[src/hw/rtl/cbcm_pkg.sv]
// cbcm_pkg: shared types, constants and aes helper functions for the cbc-mac block
// depends on nothing; imported by every module of the block
package cbcm_pkg;

	localparam int QUEUE_DEPTH = 2;
	localparam int NUM_ROUNDS  = 10;

	typedef enum logic [0:0] {
		REG_KEY_HIGH = 1'b0,
		REG_KEY_LOW  = 1'b1
	} reg_idx_t;

	typedef struct packed {
		logic [63:0] data_high;
		logic [63:0] data_low;
		logic        last_block;
	} in_item_t;

	typedef struct packed {
		logic [63:0] mac_high;
		logic [63:0] mac_low;
	} out_item_t;

	typedef enum logic [0:0] {
		ENG_IDLE = 1'b0,
		ENG_RUN  = 1'b1
	} eng_state_t;

	function automatic logic [7:0] sbox(input logic [7:0] a);
		logic [7:0] t [256];
		t = '{
		8'h63,8'h7c,8'h77,8'h7b,8'hf2,8'h6b,8'h6f,8'hc5,8'h30,8'h01,8'h67,8'h2b,8'hfe,8'hd7,8'hab,8'h76,
		8'hca,8'h82,8'hc9,8'h7d,8'hfa,8'h59,8'h47,8'hf0,8'had,8'hd4,8'ha2,8'haf,8'h9c,8'ha4,8'h72,8'hc0,
		8'hb7,8'hfd,8'h93,8'h26,8'h36,8'h3f,8'hf7,8'hcc,8'h34,8'ha5,8'he5,8'hf1,8'h71,8'hd8,8'h31,8'h15,
		8'h04,8'hc7,8'h23,8'hc3,8'h18,8'h96,8'h05,8'h9a,8'h07,8'h12,8'h80,8'he2,8'heb,8'h27,8'hb2,8'h75,
		8'h09,8'h83,8'h2c,8'h1a,8'h1b,8'h6e,8'h5a,8'ha0,8'h52,8'h3b,8'hd6,8'hb3,8'h29,8'he3,8'h2f,8'h84,
		8'h53,8'hd1,8'h00,8'hed,8'h20,8'hfc,8'hb1,8'h5b,8'h6a,8'hcb,8'hbe,8'h39,8'h4a,8'h4c,8'h58,8'hcf,
		8'hd0,8'hef,8'haa,8'hfb,8'h43,8'h4d,8'h33,8'h85,8'h45,8'hf9,8'h02,8'h7f,8'h50,8'h3c,8'h9f,8'ha8,
		8'h51,8'ha3,8'h40,8'h8f,8'h92,8'h9d,8'h38,8'hf5,8'hbc,8'hb6,8'hda,8'h21,8'h10,8'hff,8'hf3,8'hd2,
		8'hcd,8'h0c,8'h13,8'hec,8'h5f,8'h97,8'h44,8'h17,8'hc4,8'ha7,8'h7e,8'h3d,8'h64,8'h5d,8'h19,8'h73,
		8'h60,8'h81,8'h4f,8'hdc,8'h22,8'h2a,8'h90,8'h88,8'h46,8'hee,8'hb8,8'h14,8'hde,8'h5e,8'h0b,8'hdb,
		8'he0,8'h32,8'h3a,8'h0a,8'h49,8'h06,8'h24,8'h5c,8'hc2,8'hd3,8'hac,8'h62,8'h91,8'h95,8'he4,8'h79,
		8'he7,8'hc8,8'h37,8'h6d,8'h8d,8'hd5,8'h4e,8'ha9,8'h6c,8'h56,8'hf4,8'hea,8'h65,8'h7a,8'hae,8'h08,
		8'hba,8'h78,8'h25,8'h2e,8'h1c,8'ha6,8'hb4,8'hc6,8'he8,8'hdd,8'h74,8'h1f,8'h4b,8'hbd,8'h8b,8'h8a,
		8'h70,8'h3e,8'hb5,8'h66,8'h48,8'h03,8'hf6,8'h0e,8'h61,8'h35,8'h57,8'hb9,8'h86,8'hc1,8'h1d,8'h9e,
		8'he1,8'hf8,8'h98,8'h11,8'h69,8'hd9,8'h8e,8'h94,8'h9b,8'h1e,8'h87,8'he9,8'hce,8'h55,8'h28,8'hdf,
		8'h8c,8'ha1,8'h89,8'h0d,8'hbf,8'he6,8'h42,8'h68,8'h41,8'h99,8'h2d,8'h0f,8'hb0,8'h54,8'hbb,8'h16
		};
		return t[a];
	endfunction

	function automatic logic [7:0] xtime(input logic [7:0] a);
		return {a[6:0], 1'b0} ^ (a[7] ? 8'h1b : 8'h00);
	endfunction

	// byte i of the state sits at bits [127-8i -: 8]
	function automatic logic [7:0] get_byte(input logic [127:0] s, input int i);
		return s[127-8*i -: 8];
	endfunction

	// subbytes and shiftrows together
	function automatic logic [127:0] sub_shift(input logic [127:0] s);
		logic [127:0] t;
		t = '0;
		for (int c = 0; c < 4; c++) begin
			for (int r = 0; r < 4; r++) begin
				t[127-8*(4*c+r) -: 8] = sbox(get_byte(s, 4*((c+r)%4)+r));
			end
		end
		return t;
	endfunction

	function automatic logic [127:0] mix_columns(input logic [127:0] s);
		logic [127:0] t;
		logic [7:0] a0, a1, a2, a3, al;
		t = '0;
		for (int c = 0; c < 4; c++) begin
			a0 = get_byte(s, 4*c);
			a1 = get_byte(s, 4*c+1);
			a2 = get_byte(s, 4*c+2);
			a3 = get_byte(s, 4*c+3);
			al = a0 ^ a1 ^ a2 ^ a3;
			t[127-8*(4*c)   -: 8] = a0 ^ al ^ xtime(a0 ^ a1);
			t[127-8*(4*c+1) -: 8] = a1 ^ al ^ xtime(a1 ^ a2);
			t[127-8*(4*c+2) -: 8] = a2 ^ al ^ xtime(a2 ^ a3);
			t[127-8*(4*c+3) -: 8] = a3 ^ al ^ xtime(a3 ^ a0);
		end
		return t;
	endfunction

	// next round key from the current one
	function automatic logic [127:0] next_key(input logic [127:0] k, input logic [7:0] rc);
		logic [31:0] w0, w1, w2, w3, t;
		w0 = k[127:96];
		w1 = k[95:64];
		w2 = k[63:32];
		w3 = k[31:0];
		t = {sbox(w3[23:16]) ^ rc, sbox(w3[15:8]), sbox(w3[7:0]), sbox(w3[31:24])};
		w0 = w0 ^ t;
		w1 = w1 ^ w0;
		w2 = w2 ^ w1;
		w3 = w3 ^ w2;
		return {w0, w1, w2, w3};
	endfunction

	function automatic logic [7:0] rcon_next(input logic [7:0] rc);
		return xtime(rc);
	endfunction

endpackage

[src/hw/rtl/cbcm_queue.sv]
// cbcm_queue: small fifo of accepted blocks between the input side and the aes engine
// depends on cbcm_pkg
module cbcm_queue
	import cbcm_pkg::*;
#(
	parameter int DEPTH = QUEUE_DEPTH
) (
	input  logic     clk,
	input  logic     arst_n,
	input  logic     in_valid,
	output logic     in_stall,
	input  in_item_t in_data,
	output logic     out_valid,
	input  logic     out_take,
	output in_item_t out_data
);

	localparam int AW = (DEPTH > 1) ? $clog2(DEPTH) : 1;

	in_item_t        mem_q [DEPTH];
	logic [AW-1:0]   wr_q, rd_q;
	logic [AW:0]     cnt_q;
	logic            push, pop;

	assign in_stall  = (cnt_q == (AW+1)'(DEPTH));
	assign out_valid = (cnt_q != '0);
	assign out_data  = mem_q[rd_q];
	assign push      = in_valid && !in_stall;
	assign pop       = out_valid && out_take;

	// storage
	always_ff @(posedge clk) begin
		if (push) mem_q[wr_q] <= in_data;
	end

	// pointers and fill count
	always_ff @(posedge clk or negedge arst_n) begin
		if (!arst_n) begin
			wr_q  <= '0;
			rd_q  <= '0;
			cnt_q <= '0;
		end else begin
			if (push) wr_q <= (wr_q == AW'(DEPTH-1)) ? '0 : wr_q + 1'b1;
			if (pop)  rd_q <= (rd_q == AW'(DEPTH-1)) ? '0 : rd_q + 1'b1;
			cnt_q <= cnt_q + (AW+1)'(push) - (AW+1)'(pop);
		end
	end

endmodule

[config.mk]
export PLATFORM = sky130hd
export DESIGN_NAME = cbcm_queue
export DESIGN_NICKNAME = d
export VERILOG_FILES = /design/src/hw/rtl/cbcm_pkg.sv /design/src/hw/rtl/cbcm_queue.sv
export SDC_FILE = /design/constraint.sdc
export NUM_CORES = 1
export LEC_CHECK = 0
export BUFFER_PORTS_ARGS = -buffer_cell sky130_fd_sc_hd__buf_2
export CORE_UTILIZATION = 47
export CTS_CLUSTER_DIAMETER = 100
export DETAILED_ROUTE_END_ITERATION = 10
export PLACE_DENSITY_LB_ADDON = 0.15
export SYNTH_ARGS = -nofsm -noshare
export SYNTH_HDL_FRONTEND = slang
export SYNTH_SLANG_ARGS = --single-unit
[constraint.sdc]
create_clock -name clk -period 5.9 [get_ports clk]
set_input_delay 0.59 -clock clk [delete_from_list [all_inputs] [get_ports clk]]
set_output_delay 0.59 -clock clk [all_outputs]
set_load 0.03 [all_outputs]
Yosys cells after proc, flatten, opt, wreduce, memory -nomap -nowiden:

Memory sizes are Yosys's and may differ from the RTL's.
Index checks and enable logic that the tools add are counted.

* input bits: 133
* bits in writable memories: 258
* word-level logic and storage cells: 17
* bits in read-only memories: 0
* memories kept: 1
* bits in latches: 0
* flip-flop bits (word level): 4
* output and inout bits: 131

Memory list
* mem_q: words 2, bits a word 129, rd ports 1, clocked after Yosys merged registers in 0, wr ports 1, line cbcm_queue.sv:20 `in_item_t mem_q [DEPTH];`

* div/mod/pow operators: 0
* order comparisons: 0
* multipliers: 0
* multiplexer cells: 4
* equality and inequality tests: 1
* add/subtract/negate cells: 4
* bitwise operators: 0
* shift-type cells: 0
* reductions and logical operators: 4

Operators by type and width (count)
* two-way mux 1 bit: 4
* adder 1 bit (second input constant): 2
* adder 2 x 1 -> 2 bit: 1
* equality test 2 bit (second input constant): 1
* logical AND 1 bit: 2
* nonzero test 2 bit: 1
* subtractor 2 x 1 -> 2 bit: 1
* zero test 1 bit: 1

Depth between registers and ports, before layout:

* depth after elaboration: 5
* mapped depth: 7
* gate-level depth less buffers: 7

Worst setup path after synthesis:

Ideal clock, no wire load.

* kind: in2reg
* from: input port in_valid
* to: memory mem_q[0][0] (netlist bit) (enable)
* stages: 2
* buffers on the path: 0
* library setup time: 0.619 ns
* data required time: 5.281 ns
* arrival time: 6.044 ns
* path slack: -0.763 ns
* path through: nand2_1 -> nor2_1

* longest elaborated chain between the ends: 3

Ends and longest elaborated chain
* start, declared: line cbcm_queue.sv:10 `input logic in_valid,`
* logical AND 1 bit: line cbcm_queue.sv:28 `assign push = in_valid && !in_stall;`
* two-way mux 1 bit: line cbcm_queue.sv:33 `if (push) mem_q[wr_q] <= in_data;`
* two-way mux 1 bit (not written as such): line cbcm_queue.sv:33
* end, declared: line cbcm_queue.sv:20

Every way passes these cells.

==> impl_metrics.json <==
{
  "clk_pin_slew_ns": 0.06,
  "area_delta_synth_final_pct": 25.51,
  "die_area_um2": 20860,
  "endpoint_kind": "primary output",
  "routed-via-count": 4785,
  "clock_sinks": 262,
  "power.leakage_nw": 4.483,
  "combPwrFrac_pct": 33.5,
  "synth_nets": 554,
  "r2r_slack_ns": 3.27,
  "chipWidth_um": 144.4,
  "crit_family": "flip-flops",
  "holdCritPathClass": "in -> reg",
  "clock.fmax_mhz": 280.0,
  "clk_path_buf_depth": 3,
  "fin_crit_sh_pct": 60.53,
  "r2r-end": "mem_q[1][49]$_DFFE_PP_",
  "placed_area_um2": 11090,
  "intPower_w": 0.004287,
  "final.setup.tns_ns": 0,
  "crit_end": "out_data[52]",
  "cts-root-buf": "clkbuf_16",
  "maxCapViolations": 0,
  "critPathKind": "reg -> out",
  "syn-cell-area_um2": 9535,
  "cp_max_fo": 77,
  "cts_resized": 0,
  "dr.first_iter.drc_count": 247,
  "ant_nets": 0,
  "path_depth": 3,
  "start_kind": "flop",
  "synth_top_area_share_pct": 81.25,
  "dpl.hpwl_um": 11530,
  "row_count": 51,
  "htreeDepth": 1,
  "sequentialPowerShare_pct": 41.7,
  "grt-ovfl-total": 0,
  "swShare_pct": 34.81,
  "fill_cells": 1537,
  "r2r_cells": 3,
  "grt_start_max_net_pins": 78,
  "postCtsSetupBuffers": 0,
  "worstPathRequired_ns": 5.31,
  "synth_warnings": 0,
  "firstDrtPassIters": 4,
  "antenna_found_initial": 2,
  "fin_ws_ns": 2.329,
  "grt.total_usage_pct": 16.58,
  "stdcell_area_um2": 11970,
  "avgRoutedWirePerCell_um": 17.91,
  "irDropWorstVdd_mv": 0.3165,
  "relSlewSlack_pct": 31.48,
  "initial_core_util_pct": 48.52,
  "fp.coreArea_um2": 19650,
  "startpoint": "rd_q$_DFFE_PN0P_",
  "cts-buffers-inserted": 28,
  "yosysTopAreaCell": "edfxtp_1",
  "r2r-start": "cnt_q[1]$_DFF_PN0_",
  "wl_um": 17710,
  "fin_nets": 838,
  "final_layout_size_suffix_gt1_share_pct": 60.47,
  "slew_violations": 0,
  "synth.avg_cell_area_um2": 22.76,
  "final_common_cell": "buf_2",
  "powerDensity_nw_per_um2": 549.5,
  "mostFrequentLayoutCells": "buf_2, edfxtp_1, mux2_2",
  "cp_slowest_stage_delay_ns": 1.07,
  "setup_viol": 0,
  "via_per_inst": 4.838,
  "syn_inst": 419,
  "period_minus_slack_ns": 3.571,
  "place.gp.congestion": 0.7206,
  "dieHeight_um": 144.4,
  "path_cells": "buf_4 > mux2_2 > buf_2",
  "dp_worst_setup_slack_ns": 2.779,
  "switchingPower_w": 0.002289,
  "grt_pass1_vias": 5062,
  "crit_slowest_cell": "dfrtp_4",
  "fin_skew_ns": 0.004958,
  "drc": 0,
  "tightest_slew_ns": 1.028,
  "ys_types": 16,
  "clock_latency_ns": 0.52,
  "worstPathArrival_ns": 2.98,
  "pwr-share-clk_pct": 24.7,
  "ys_ff_latch": 262,
  "status": "completed",
  "port_buffers": 263,
  "synth-seq-area-share_pct": 82.30,
  "cts_tree": "yes",
  "finalHoldViolCount": 0,
  "cp_num_buf_inv": 2,
  "rsz0062_at_grt": "no",
  "finalPower_w": 0.006576,
  "grt_pass1_wl_um": 25970,
  "netlist_top_cells_area": "edfxtp_1, mux2_2, buf_6",
  "pin_count": 264
}
==> worst reg2reg max path: stages, from the launching register on <==
cell and delay [ns]:
dfrtp_1 0.41, nand2b_1 0.13, and3_4 0.73, buf_4 0.91
==> sequential cells by signal (all words and copies together), names as in the netlist <==
register	cells
wr_q	1
rd_q	1
mem_q	258
cnt_q	2
==> logic make-up (layout without fill, tap and decap cells) <==
family                     Yosys count  in the layout  share of synthesized area, %
xor gates and xnor gates             4              4                        0.3675
adders and majority gates            2              2                        0.2624
buffers and inverters               16            318                         1.496
DFF                                262            262                         82.30
muxes                              129            129                         15.23
other                                0              3                             0
and+or+nand+nor                      6              6                        0.3413
==> power groups by stage <==
stage / Sequential (W) / Clock (W) / Combinational (W)
after floorplan: 0.00269 / 0 / 0.00178
after global placement: 0.00277 / 0 / 0.00221
after detailed placement: 0.00279 / 0 / 0.00223
after CTS: 0.00276 / 0.00167 / 0.00224
after global routing: 0.00279 / 0.00174 / 0.00234
final: 0.00274 / 0.00163 / 0.00221
==> cells in the mapped netlist <==
cell type and instances:
edfxtp_1 258, mux2_2 129, buf_6 10, dfrtp_1 4, buf_2 3, xnor2_1 3, ha_1 2, inv_1 2
and2_1 1, and3_1 1, buf_4 1, nand2_1 1, nand2b_1 1, nor2_1 1, or2_2 1, xor2_1 1
==> through the flow <==
step                      hold slack (ns)  instances  utilization (%)
final                              0.2543        989            60.89
after global routing               0.2299        988            60.88
after CTS                          0.2276        986            60.85
after detailed placement           0.4021        937            56.45
after global placement             0.3956        937            56.45
after floorplan                    0.2944        419                -
==> how the worst min path moves through the flow <==
| stage | cells after the start | slack, ns | start | endpoint |
|---|---|---|---|---|
| global route | 1 | 0.23 | in_data[44] | mem_q[0][44]$_DFFE_PP_ |
| floorplan | 0 | 0.29 | arst_n | cnt_q[0]$_DFF_PN0_ |
| finish | 1 | 0.25 | in_data[94] | mem_q[0][94]$_DFFE_PP_ |
| detailed placement | 1 | 0.40 | arst_n | rd_q$_DFFE_PN0P_ |
| global placement | 1 | 0.40 | arst_n | rd_q$_DFFE_PN0P_ |
| CTS | 1 | 0.23 | in_data[94] | mem_q[0][94]$_DFFE_PP_ |
==> routing by layer <==
layer / GRT usage (%) / share of wire [%] / vias up
li1: - / - / 2241
met1: 18.00 / 37 / 2336
met2: 29.83 / 52 / 171
met3: 5.563 / 8.1 / 37
met4: 6.205 / 2.9 / 0
met5: 0 / 0 / -
==> timing repair <==
action	4_1_cts	5_1_grt
endpoints found under the hold margin	4	0
setup endpoints to repair	0	0
hold buffers	1	0
==> cell type report <==
type | instances | area, µm² | share of cell area (%)
Sequential cell | 262 | 7851 | 65.60
Multi-Input combinational cell | 141 | 1558 | 13.02
Timing Repair Buffer | 268 | 1356 | 11.33
Clock buffer | 38 | 759.5 | 6.346
Tap cell | 265 | 331.6 | 2.771
Clock inverter | 10 | 96.34 | 0.8050
Inverter | 2 | 7.507 | 0.06273
Antenna cell | 3 | 7.507 | 0.06273
(Power assumes the default switching activity.)
